## config.mk

```make
export PLATFORM = sky130hd
export DESIGN_NAME = note_lane_allocator_unit
export DESIGN_NICKNAME = d
export VERILOG_FILES = /design/src/sv/nla_pkg.sv /design/src/sv/note_lane_allocator_unit.sv /design/src/sv/nla_cell.sv /design/src/sv/nla_row.sv
export VERILOG_INCLUDE_DIRS = /design/src /design/src/sv
export SDC_FILE = /design/constraint.sdc
export NUM_CORES = 2
export LEC_CHECK = 0
export BUFFER_PORTS_ARGS = -buffer_cell sky130_fd_sc_hd__buf_4
export CAP_MARGIN = 20
export CORE_UTILIZATION = 40
export DETAILED_ROUTE_END_ITERATION = 8
export PLACE_DENSITY = 0.59
export RECOVER_POWER = 50
export SYNTH_ARGS = -nofsm -noshare
export SYNTH_HDL_FRONTEND = slang
export SYNTH_SLANG_ARGS = --single-unit
```

## constraint.sdc

```tcl
create_clock -name clk -period 5.3 [get_ports clk]
set_input_delay 0.795 -clock clk [delete_from_list [all_inputs] [get_ports clk]]
set_output_delay 0.795 -clock clk [all_outputs]
set_load 0.005 [all_outputs]
```

## src/sv/note_lane_allocator_unit_defines.svh

```systemverilog
// Assertion macros for the note lane allocator
`ifndef NOTE_LANE_ALLOCATOR_UNIT_DEFINES_SVH
`define NOTE_LANE_ALLOCATOR_UNIT_DEFINES_SVH
// implication checked on every rising clock edge outside reset
`define NLA_ASSERT_IMP(label, clk, rst_n, ante, cons, msg) \
	label: assert property (@(posedge clk) disable iff (!rst_n) (ante) |-> (cons)) \
		else $error(msg);
// next-cycle implication
`define NLA_ASSERT_NEXT(label, clk, rst_n, ante, cons, msg) \
	label: assert property (@(posedge clk) disable iff (!rst_n) (ante) |=> (cons)) \
		else $error(msg);
`endif

```

## src/sv/nla_pkg.sv

```systemverilog
// Shared types and constants for the note lane allocator
package nla_pkg;
	localparam int LANES     = 16;
	localparam int TICK_BITS = 24;
	localparam int LANE_BITS = (LANES > 1) ? $clog2(LANES) : 1;
	localparam int CNT_BITS  = $clog2(LANES + 1);

	typedef logic [TICK_BITS-1:0] tick_t;

	// player state of one lane
	typedef struct packed {
		logic signed [8:0] instr;
		logic signed [7:0] octave;
		logic signed [8:0] dyn;
		logic signed [8:0] pan;
		logic signed [1:0] reverb;
	} pstate_t;

	typedef struct packed {
		tick_t   busy;
		pstate_t st;
	} lane_rec_t;

	localparam pstate_t UNSET = '{instr: '1, octave: '1, dyn: '1, pan: '1, reverb: '1};

	// control from the sequencer to the cell row
	typedef struct packed {
		logic    rotate;
		logic    write;
		pstate_t wr_st;
		tick_t   wr_busy;
		logic    reset_rec;
	} row_ctl_t;

	// required fields compared against one lane; mask and byte cost
	function automatic logic [4:0] diff_mask(pstate_t need, pstate_t have);
		logic [4:0] m;
		m[0] = !need.instr[8]  && need.instr  != have.instr;
		m[1] = !need.octave[7] && need.octave != have.octave;
		m[2] = !need.dyn[8]    && need.dyn    != have.dyn;
		m[3] = !need.pan[8]    && need.pan    != have.pan;
		m[4] = !need.reverb[1] && need.reverb != have.reverb;
		return m;
	endfunction

	function automatic logic [3:0] mask_cost(logic [4:0] m);
		return {3'b0, m[0]} + {3'b0, m[1]} + {3'b0, m[2]} + {3'b0, m[3]}
			+ {3'b0, m[0]} + {3'b0, m[1]} + {3'b0, m[2]} + {3'b0, m[3]}
			+ {3'b0, m[4]};
	endfunction
endpackage

```

## src/sv/note_lane_allocator_unit.sv

```systemverilog
// Top level of the note lane allocator: sequencer, running totals, result port
//
//  channel  | handshake          | payload
//  cfg      | cfg_valid/ready    | cfg_data (lane_limit)
//  request  | start & !busy      | onset_tick .. need_reverb
//  result   | done strobe        | lane .. lanes_in_use
//
// A request passes the lanes through the head cell twice (one pass to score,
// one to write back the chosen lane), between a load and a result state. A
// refused request after failure goes straight to the refuse and result states.
// Reset clears every lane record at once. Results cannot be stalled.
module note_lane_allocator_unit (
	input  logic                     clk,
	input  logic                     arst_n,
	input  logic                     cfg_valid,
	output logic                     cfg_ready,
	input  logic [4:0]               cfg_data,
	input  logic                     start,
	output logic                     busy,
	input  logic [nla_pkg::TICK_BITS-1:0] onset_tick,
	input  logic [nla_pkg::TICK_BITS-1:0] stop_tick,
	input  logic signed [8:0]        need_instrument,
	input  logic signed [7:0]        need_octave,
	input  logic signed [8:0]        need_dynamics,
	input  logic signed [8:0]        need_pan,
	input  logic signed [1:0]        need_reverb,
	output logic                     done,
	output logic [3:0]               lane,
	output logic                     opened_new,
	output logic [nla_pkg::TICK_BITS-1:0] rest_ticks,
	output logic [4:0]               change_mask,
	output logic [3:0]               change_bytes,
	output logic                     failed,
	output logic [31:0]              total_change_bytes,
	output logic [23:0]              zero_cost_count,
	output logic [4:0]               lanes_in_use
);
	import nla_pkg::*;
	`include "note_lane_allocator_unit_defines.svh"

	typedef enum logic [2:0] {S_IDLE, S_SCAN, S_WRITE, S_REFUSE, S_DONE} state_t;

	state_t             state_q;
	logic [4:0]         limit_q;
	logic [LANE_BITS:0] step_q;
	tick_t              start_q, end_q;
	pstate_t            need_q;
	logic               found_q, opened_q;
	logic [LANE_BITS-1:0] best_q;
	logic [3:0]         low_cost_q;
	logic [CNT_BITS-1:0] open_q;
	logic               fail_q;
	logic [31:0]        total_q;
	logic [23:0]        zc_q;
	logic [4:0]         mask_q;
	logic [3:0]         cost_q;
	tick_t              rest_q;
	logic [LANE_BITS-1:0] lane_q;

	row_ctl_t  ctl;
	lane_rec_t head;
	logic [LANE_BITS-1:0] head_idx;
	logic [4:0] hmask;
	logic [3:0] hcost;
	logic       hfree;
	logic [CNT_BITS-1:0] cap;
	pstate_t    new_st;

	assign head_idx = step_q[LANE_BITS-1:0];
	assign hmask = diff_mask(need_q, head.st);
	assign hcost = mask_cost(hmask);
	assign hfree = (head.busy <= start_q) && ({1'b0, head_idx} < (LANE_BITS+1)'(open_q));
	assign cap = ({1'b0, limit_q} > 6'(LANES)) ? CNT_BITS'(LANES) : CNT_BITS'(limit_q);

	// merge the required fields into the chosen lane's state
	always_comb begin
		new_st = head.st;
		if (hmask[0]) new_st.instr  = need_q.instr;
		if (hmask[1]) new_st.octave = need_q.octave;
		if (hmask[2]) new_st.dyn    = need_q.dyn;
		if (hmask[3]) new_st.pan    = need_q.pan;
		if (hmask[4]) new_st.reverb = (need_q.reverb != 2'sd0) ? 2'sd1 : 2'sd0;
	end

	always_comb begin
		ctl = '0;
		ctl.rotate  = (state_q == S_SCAN) || (state_q == S_WRITE);
		ctl.write   = (state_q == S_WRITE) && found_q && (head_idx == best_q);
		ctl.wr_st   = new_st;
		ctl.wr_busy = end_q;
	end

	nla_row u_row (.clk(clk), .arst_n(arst_n), .ctl(ctl), .head_rec(head));

	assign busy      = (state_q != S_IDLE);
	assign cfg_ready = (state_q == S_IDLE);

	// configuration register
	always_ff @(posedge clk or negedge arst_n) begin
		if (!arst_n) begin
			limit_q <= 5'd16;
		end else if (cfg_valid && cfg_ready) begin
			limit_q <= cfg_data;
		end
	end

	// sequencer and registered results
	always_ff @(posedge clk or negedge arst_n) begin
		if (!arst_n) begin
			state_q <= S_IDLE;
			step_q <= '0;
			start_q <= '0;
			end_q <= '0;
			need_q <= '0;
			found_q <= 1'b0;
			opened_q <= 1'b0;
			best_q <= '0;
			low_cost_q <= '0;
			open_q <= '0;
			fail_q <= 1'b0;
			total_q <= '0;
			zc_q <= '0;
			done <= 1'b0;
			mask_q <= '0;
			cost_q <= '0;
			rest_q <= '0;
			lane_q <= '0;
		end else begin
			done <= 1'b0;
			unique case (state_q)
				S_IDLE: begin
					if (start) begin
						start_q <= onset_tick;
						end_q <= stop_tick;
						need_q <= '{instr: need_instrument, octave: need_octave,
							dyn: need_dynamics, pan: need_pan, reverb: need_reverb};
						step_q <= '0;
						found_q <= 1'b0;
						opened_q <= 1'b0;
						low_cost_q <= 4'hF;
						state_q <= fail_q ? S_REFUSE : S_SCAN;
					end
				end
				S_SCAN: begin
					// score the head lane; ties keep the lower index
					if (hfree && (!found_q || hcost < low_cost_q) &&
						!(found_q && low_cost_q == 4'd0)) begin
						found_q <= 1'b1;
						best_q <= head_idx;
						low_cost_q <= hcost;
					end
					step_q <= step_q + 1'b1;
					if (step_q == (LANE_BITS+1)'(LANES - 1)) begin
						step_q <= '0;
						if (!(found_q || (hfree && !(found_q && low_cost_q == 4'd0)))) begin
							if (open_q < cap) begin
								found_q <= 1'b1;
								opened_q <= 1'b1;
								best_q <= open_q[LANE_BITS-1:0];
								open_q <= open_q + 1'b1;
								state_q <= S_WRITE;
							end else begin
								fail_q <= 1'b1;
								state_q <= S_REFUSE;
							end
						end else begin
							state_q <= S_WRITE;
						end
					end
				end
				S_WRITE: begin
					// write back at the chosen lane as it passes the head
					if (head_idx == best_q) begin
						mask_q <= hmask;
						cost_q <= hcost;
						lane_q <= head_idx;
						rest_q <= (start_q > head.busy) ? start_q - head.busy : '0;
						total_q <= (total_q > 32'hFFFF_FFFF - {28'd0, hcost}) ?
							32'hFFFF_FFFF : total_q + {28'd0, hcost};
						if (hcost == 4'd0 && zc_q != 24'hFF_FFFF)
							zc_q <= zc_q + 1'b1;
					end
					step_q <= step_q + 1'b1;
					if (step_q == (LANE_BITS+1)'(LANES - 1)) begin
						step_q <= '0;
						state_q <= S_DONE;
					end
				end
				S_REFUSE: begin
					mask_q <= '0;
					cost_q <= '0;
					lane_q <= '0;
					rest_q <= '0;
					opened_q <= 1'b0;
					state_q <= S_DONE;
				end
				S_DONE: begin
					done <= 1'b1;
					state_q <= S_IDLE;
				end
				default: state_q <= S_IDLE;
			endcase
		end
	end

	assign lane = 4'(lane_q);
	assign opened_new = opened_q;
	assign rest_ticks = rest_q;
	assign change_mask = mask_q;
	assign change_bytes = cost_q;
	assign failed = fail_q;
	assign total_change_bytes = total_q;
	assign zero_cost_count = zc_q;
	assign lanes_in_use = 5'(open_q);

	`NLA_ASSERT_IMP(a_fail_clean, clk, arst_n, done && failed, change_bytes == 4'd0 && change_mask == 5'd0, "failed result carries changes")
	`NLA_ASSERT_NEXT(a_fail_sticky, clk, arst_n, failed, failed, "failure flag dropped")
	`NLA_ASSERT_IMP(a_open_cap, clk, arst_n, 1'b1, open_q <= CNT_BITS'(LANES), "too many lanes open")
	`NLA_ASSERT_IMP(a_done_busy, clk, arst_n, done, !busy, "result while busy")
endmodule

```

## src/sv/nla_cell.sv

```systemverilog
// One lane cell: holds a lane record and passes it to its neighbour on rotate
module nla_cell (
	input  logic              clk,
	input  logic              arst_n,
	input  nla_pkg::row_ctl_t ctl,
	input  nla_pkg::lane_rec_t rec_in,
	input  logic              head,
	output nla_pkg::lane_rec_t rec
);
	import nla_pkg::*;

	lane_rec_t rec_q;

	// hold, take the neighbour's record, or take the update at the head
	always_ff @(posedge clk or negedge arst_n) begin
		if (!arst_n) begin
			rec_q <= '{busy: '0, st: UNSET};
		end else if (ctl.reset_rec) begin
			rec_q <= '{busy: '0, st: UNSET};
		end else if (ctl.rotate) begin
			if (head && ctl.write)
				rec_q <= '{busy: ctl.wr_busy, st: ctl.wr_st};
			else
				rec_q <= rec_in;
		end
	end

	assign rec = rec_q;
endmodule

```

## src/sv/nla_row.sv

```systemverilog
// Ring of lane cells; cell 0 is the head that the scanner inspects
module nla_row (
	input  logic               clk,
	input  logic               arst_n,
	input  nla_pkg::row_ctl_t  ctl,
	output nla_pkg::lane_rec_t head_rec
);
	import nla_pkg::*;

	lane_rec_t recs [LANES];

	// cell i takes from cell i+1; the last cell takes the (possibly updated) head
	for (genvar i = 0; i < LANES; i++) begin : g_cell
		nla_cell u_cell (
			.clk    (clk),
			.arst_n (arst_n),
			.ctl    (ctl),
			.rec_in (recs[(i + 1) % LANES]),
			.head   (i == LANES - 1),
			.rec    (recs[i])
		);
	end

	assign head_rec = recs[0];
endmodule
```

**Word level (Yosys, flattened, before mapping)**

Index checks and enable logic that the tools add are counted.

- Flip-flop bits (word level): 1,184
- Latch bits: 0
- Bits in writable memories: 0
- Memory bits (read-only): 0
- Memories kept: 0

- Add/sub/neg operators: 14
- Multipliers: 0
- Divide/modulo/power cells: 0
- Order comparisons: 7
- Equality and inequality tests: 19
- Shifts and indexed selects: 0
- Multiplexer cells: 46
- Bitwise operators: 2
- Reduce and logical (&&, ||, !) cells: 45

Operators with widths:

| kind | number |
|---|---|
| two-way mux 61 bit | 1 |
| two-way mux 24 bit | 2 |
| one-hot mux 24 bit (2 select lines) | 1 |
| adder 32 x 4 -> 32 bit | 1 |
| greater-than comparator 32 bit | 1 |
| two-way mux 32 bit | 1 |
| two-way mux 4 bit | 8 |
| two-way mux 9 bit | 3 |
| != test 9 bit | 3 |
| adder 24 x 1 -> 24 bit, second input constant | 1 |
| greater-than comparator 24 bit | 1 |
| <= comparator 24 bit | 1 |
| != test 24 bit, second input constant | 1 |
| one-hot mux 4 bit (2 select lines) | 3 |
| subtractor 24 bit | 1 |
| adder 4 x 1 -> 4 bit | 5 |
| two-way mux 5 bit | 4 |
| one-hot mux 5 bit (2 select lines) | 2 |
| logical AND 1 bit | 14 |
| two-way mux 3 bit | 4 |
| != test 2 x 1 -> 1 bit, second input constant | 6 |
| one-hot mux 3 bit (4 select lines) | 1 |
| two-way mux 1 bit | 11 |
| adder 5 x 1 -> 5 bit, second input constant | 2 |
| other kinds (32) | 55 |

**Longest topological paths before layout**

- Word-level depth: 19
- Depth in mapped cells: 16

**Cells and area by module**

From an unflattened synthesis, not the netlist that was laid out.

- Cells, all modules: 6,863
- Area, all modules: 66,936.7 µm²

By module, submodules not included:

| module | instances | cells an instance | area each (µm²) | sequential area each (µm²) |
|---|---|---|---|---|
| nla_cell | 16 | 352 | 3,485.8 | 1,572.8 |
| note_lane_allocator_unit | 1 | 1,229 | 11,155.7 | 5,181.2 |
| nla_row | 1 | 2 | 7.5 | 0.0 |

**Least setup slack after synthesis**

Ideal clock, no wire load.

- Path kind: flip-flop to flip-flop
- From: register u_row.g_cell[0].u_cell.rec_q, in the netlist u_row.g_cell[0].u_cell.rec[36]
- To: register total_q[26], in the netlist total_change_bytes[26]
- Library setup time: 0.134 ns
- Arrival time: 3.752 ns
- Required time: 5.166 ns
- Path slack: 1.414 ns
- Stages on the path, launching flop included: 16
- Path buffers: 0
- Cells stage by stage: dfstp_2 ha_1 nor3_1 a41oi_1 fa_1 ha_1 xor2_1 ha_1 a21o_1 a21oi_1 and4b_1 nor2b_1 nand2b_1 nor3_1 xnor2_1 nand2_1

- Cells in the longest elaborated chain, start to end: 13
- Elaborated cells on any way between the ends: 14
- Those cells by class: add/sub (10); order compare (1); eq/ne (1); mux (1); reduce/logical (1)

Ends and longest elaborated chain:

| what | RTL line | text |
|---|---|---|
| from (decl) | nla_cell.sv:12 | `lane_rec_t rec_q;` |
| from (signal assigned) | nla_cell.sv:17 | `rec_q <= '{busy: '0, st: UNSET};` |
| from (signal assigned) | nla_cell.sv:19 | `rec_q <= '{busy: '0, st: UNSET};` |
| from (signal assigned) | nla_cell.sv:22 | `rec_q <= '{busy: ctl.wr_busy, st: ctl.wr_st};` |
| != test 9 bit (*) | nla_pkg.sv:38 | `m[0] = !need.instr[8] && need.instr != have.instr;` |
| logical AND 1 bit (*) | nla_pkg.sv:38 |  |
| adder 1 x 1 -> 2 bit | nla_pkg.sv:47 | `return {3'b0, m[0]} + {3'b0, m[1]} + {3'b0, m[2]} + {3'b0, m[3]}` |
| adder 2 x 1 -> 3 bit | nla_pkg.sv:47 |  |
| adder 3 x 1 -> 4 bit | nla_pkg.sv:47 |  |
| adder 4 x 1 -> 4 bit (*) (4 in series) | nla_pkg.sv:48 | `+ {3'b0, m[0]} + {3'b0, m[1]} + {3'b0, m[2]} + {3'b0, m[3]}` |
| adder 4 x 1 -> 4 bit (*) | nla_pkg.sv:49 | `+ {3'b0, m[4]};` |
| subtractor 1 x 5 -> 6 bit | note_lane_allocator_unit.sv:178 | `total_q <= (total_q > 32'hFFFF_FFFF - {28'd0, hcost}) ?` |
| greater-than comparator 32 bit | note_lane_allocator_unit.sv:178 |  |
| two-way mux 32 bit (*) | note_lane_allocator_unit.sv:178 |  |
| to (signal assigned) | note_lane_allocator_unit.sv:178 |  |
| to (decl) | note_lane_allocator_unit.sv:53 | `logic [31:0] total_q;` |

Every way passes the cells marked *; elsewhere a longest branch is shown, timed or not.
A chain may end at the register's enable or synchronous reset.

**Final worst setup path**

- From: register u_row.g_cell[0].u_cell.rec_q, in the netlist u_row.g_cell[0].u_cell.rec[28]
- To: register total_q[26], in the netlist total_change_bytes[26]

The elaborated chain is that of the path after synthesis.

==> results.ini <==
[run_status]
status = finished, violations left
violations = max-capacitance violations, max-slew violations

[sta]
worst_slew_pin_slew_ns = 2.70
period_needed_ns = 4.70
slew_violations = 959
timing.hold.ws_ns = 0.255
finClkSkew_ns = 0.0250
fmax_ghz = 0.213
rsz0062_at_grt = no
slew_headroom_pct = -79.8
fin_crit_sh_pct = 88.7
hold_viol = 0
totalNegativeSetupSlack_ns = 0
setup_viol = 0

[synthesis]
synth_most_common_cell = nand2_1
yosys_warnings = 0
synthArstFlopShare_pct = 100
synth_common_cells = nand2_1 (3146), dfstp_2 (593), dfrtp_1 (591)
synth_edf_count = 0
ys.flop_type = dfstp_2
synth_top_area_share_pct = 32.5
yosysUniqueCellTypes = 66
syn_area_sq_um = 48000
synth.avg_cell_area_sq_um = 9.07
ys_ff_latch = 1184
synth_area_leaders = dfstp_2 (32%), dfrtp_1 (31%), nand2_1 (25%), clkbuf_1 (1.9%), ha_1 (1.2%)
ys_seq_area_share_pct = 63.3
syn-num-nets = 5437
synth_cells = 5293
yosys.area.top_type = dfstp_2

[drt]
drc_errors = 0
totalWireLength_um = 104000
vias = 33600
vias_per_cell = 4.74
drtIter0Drc = 2551
detail_route.first_pass.iterations = 6
drtAntennaViolNets = 0
wl_per_cell_um = 14.6

[floorplan]
rows = 126
die_w_um = 348
core-area_sq_um = 119000
pin_count = 197
die_area_sq_um = 121000
start_util_pct = 40.5
fp.dieH_um = 348

[global_routing]
grt.total_usage_pct = 17.4
grt_pass1_wl_um = 175000
antenna_found_initial = 5
grt_pass1_vias = 33600
grt_max_degree = 188
grt_overflow_total = 0

[setup_path]
cp_slowest_stage_delay_ns = 0.82
path_max_fanout = 6
worst-path-buf-inv = 1
required_ns = 5.90
worstPathCellList = xnor2_1, nand4_1, nor3_1, a41oi_1, fa_1, ha_1, xor2_1, ha_1, a21o_1, a21oi_1, and4b_1, nor2b_1, buf_4, nand2b_1, nor3_1, xnor2_1, nand2_1
crit_path_end_kind = register
cp_data_arrival_time_ns = 5.30
criticalPathCategory = register to register
setup.worst_path.start_class = register
crit_family = adder cells
crit_path_top_delay_cell = fa_1

[placement]
dpl-instance-area_sq_um = 51200
dp_hpwl_um = 63700
portBuffers = 196
gp_congestion = 0.817

[clock_network]
hold_buffers = 0
cts_num_sinks = 1184
cts_tree = done
clk_pin_slew_ns = 0.06
cts.path.max_buffers = 3
cts-root-buf = clkbuf_16
htree_levels = 3
cts_setup_buffers = 0
cts_buffers = 118
insertion_delay_ns = 0.73
ctsResizeCount = 0

[finish]
drive_above_1_share_pct = 18.2
area_delta_synth_final_pct = 14.4
final_cell_area_sq_um = 54900
final_core_utilization_pct = 46.3
finalNetCount = 5537

[pwr]
power_frac_clock_pct = 27.4
p_seq_share_pct = 39.2
p_switching_w = 0.0122
comb_power_share_pct = 33.3
irDropWorstVdd_uv = 766
p_leak_nw = 27.6
p_per_area_nw_per_um2 = 569
p_int_w = 0.0190
swShare_pct = 39.2

[flow_run]
maxCapViolations = 12

[min_path]
min_path_type = primary input to register

-- registers in the layout, indices dropped and copies added, names as in the netlist, 3 cells and up --
register                 count
u_row.g_cell.u_cell.rec    976
need_q                      37
total_change_bytes          32
end_q                       24
rest_ticks                  24
start_q                     24
zero_cost_count             24
change_mask                  5
lanes_in_use                 5
limit_q                      5
step_q                       5
best_q                       4
change_bytes                 4
lane                         4
low_cost_q                   4
state_q                      3
-- power groups by stage --
stage	combinational (W)	sequential, W	clock [W]
floorplan	0.00773	0.0121	0
global placement	0.0106	0.0123	0
detailed placement	0.0107	0.0124	0
CTS	0.0107	0.0123	0.00885
global route	0.0119	0.0125	0.00919
finish	0.0104	0.0122	0.00857
-- metal layers --
| layer | track usage (%) | vias up | routed length, um |
|---|---|---|---|
| met2 | 28.4 | 398 | 49600 |
| met3 | 2.92 | 168 | 3290 |
| li1 | - | 16600 | - |
| met4 | 5.04 | 0 | 2720 |
| met5 | 0 | - | 0 |
| met1 | 23.8 | 16500 | 48100 |
-- path summary, 6_finish.rpt --
kind | from | endpoint | slack [ns] | cells past startpoint
setup / recovery | u_row.g_cell[0].u_cell.rec[28] | total_change_bytes[26] | 0.60 | 17
hold / removal | onset_tick[5] | start_q[5] | 0.26 | 3
setup reg to reg | u_row.g_cell[0].u_cell.rec[28] | total_change_bytes[26] | 0.60 | 17
hold reg to reg | u_row.g_cell[5].u_cell.rec[32] | u_row.g_cell[4].u_cell.rec[32] | 0.43 | 2
max in group asynchronous | arst_n | u_row.g_cell[4].u_cell.rec[59] | 0.99 | 2
min in group asynchronous | arst_n | need_q[8] | 0.79 | 1
-- cell type report --
class,count,area (sq um)
repair buffers,241,1820
clock inverters,25,369
flip-flops and latches,1184,30400
inverters,49,184
multi-input cells,3799,16500
fillers,11600,63600
diodes,5,12.5
well taps,1600,2000
clock buffers,197,3650
-- through the flow --
| stage | setup slack (ns) | instances | power, W |
|---|---|---|---|
| after floorplan | 1.41 | 5293 | 0.0198 |
| after global placement | 0.665 | 6873 | 0.0229 |
| after detailed placement | 0.649 | 6873 | 0.0231 |
| after CTS | 0.608 | 7095 | 0.0318 |
| after global routing | 0.199 | 7100 | 0.0335 |
| final | 0.600 | 7100 | 0.0312 |
-- placed cells by master (no fill, tap or decap), types with 6 or more instances in the layout --
master,netlist,layout
a21o_1,20,20
a21oi_1,39,38
a22o_1,12,12
a31oi_1,34,34
and2_1,14,13
and3_1,14,14
buf_12,0,13
buf_4,1,164
bufinv_16,0,7
clkbuf_1,240,76
clkbuf_16,0,120
clkbuf_2,0,9
clkbuf_4,0,19
clkbuf_8,0,36
clkinv_2,0,12
dfrtp_1,591,591
dfstp_2,593,593
ha_1,47,47
inv_1,49,49
mux2_2,6,6
mux2i_1,33,33
nand2_1,3146,3145
nand3_1,31,31
nand4_1,16,16
nor2_1,70,70
nor2b_1,8,7
nor3_1,17,17
o21ai_0,103,103
xnor2_1,56,56
xor2_1,56,56
-- worst min-delay path, cell delays in order --
cell     delay, ns
buf_4         0.08
nand2_1       0.04
nand2_1       0.04
-- kinds of logic (layout without fill, tap and decap cells) --
| kind of cell | after synthesis | count (layout) | share of synthesized area [%] |
|---|---|---|---|
| and+or+nand+nor | 3348 | 3348 | 26.9 |
| DFF | 1184 | 1184 | 63.3 |
| buffers and inverters | 310 | 512 | 2.43 |
| AOI/OAI and AO/OA | 250 | 250 | 3.22 |
| xor gates and xnor gates | 112 | 112 | 2.04 |
| adders and majority gates | 50 | 50 | 1.35 |
| muxes | 39 | 39 | 0.829 |
| other | 0 | 5 | 0 |
(Power assumes the default switching activity.)
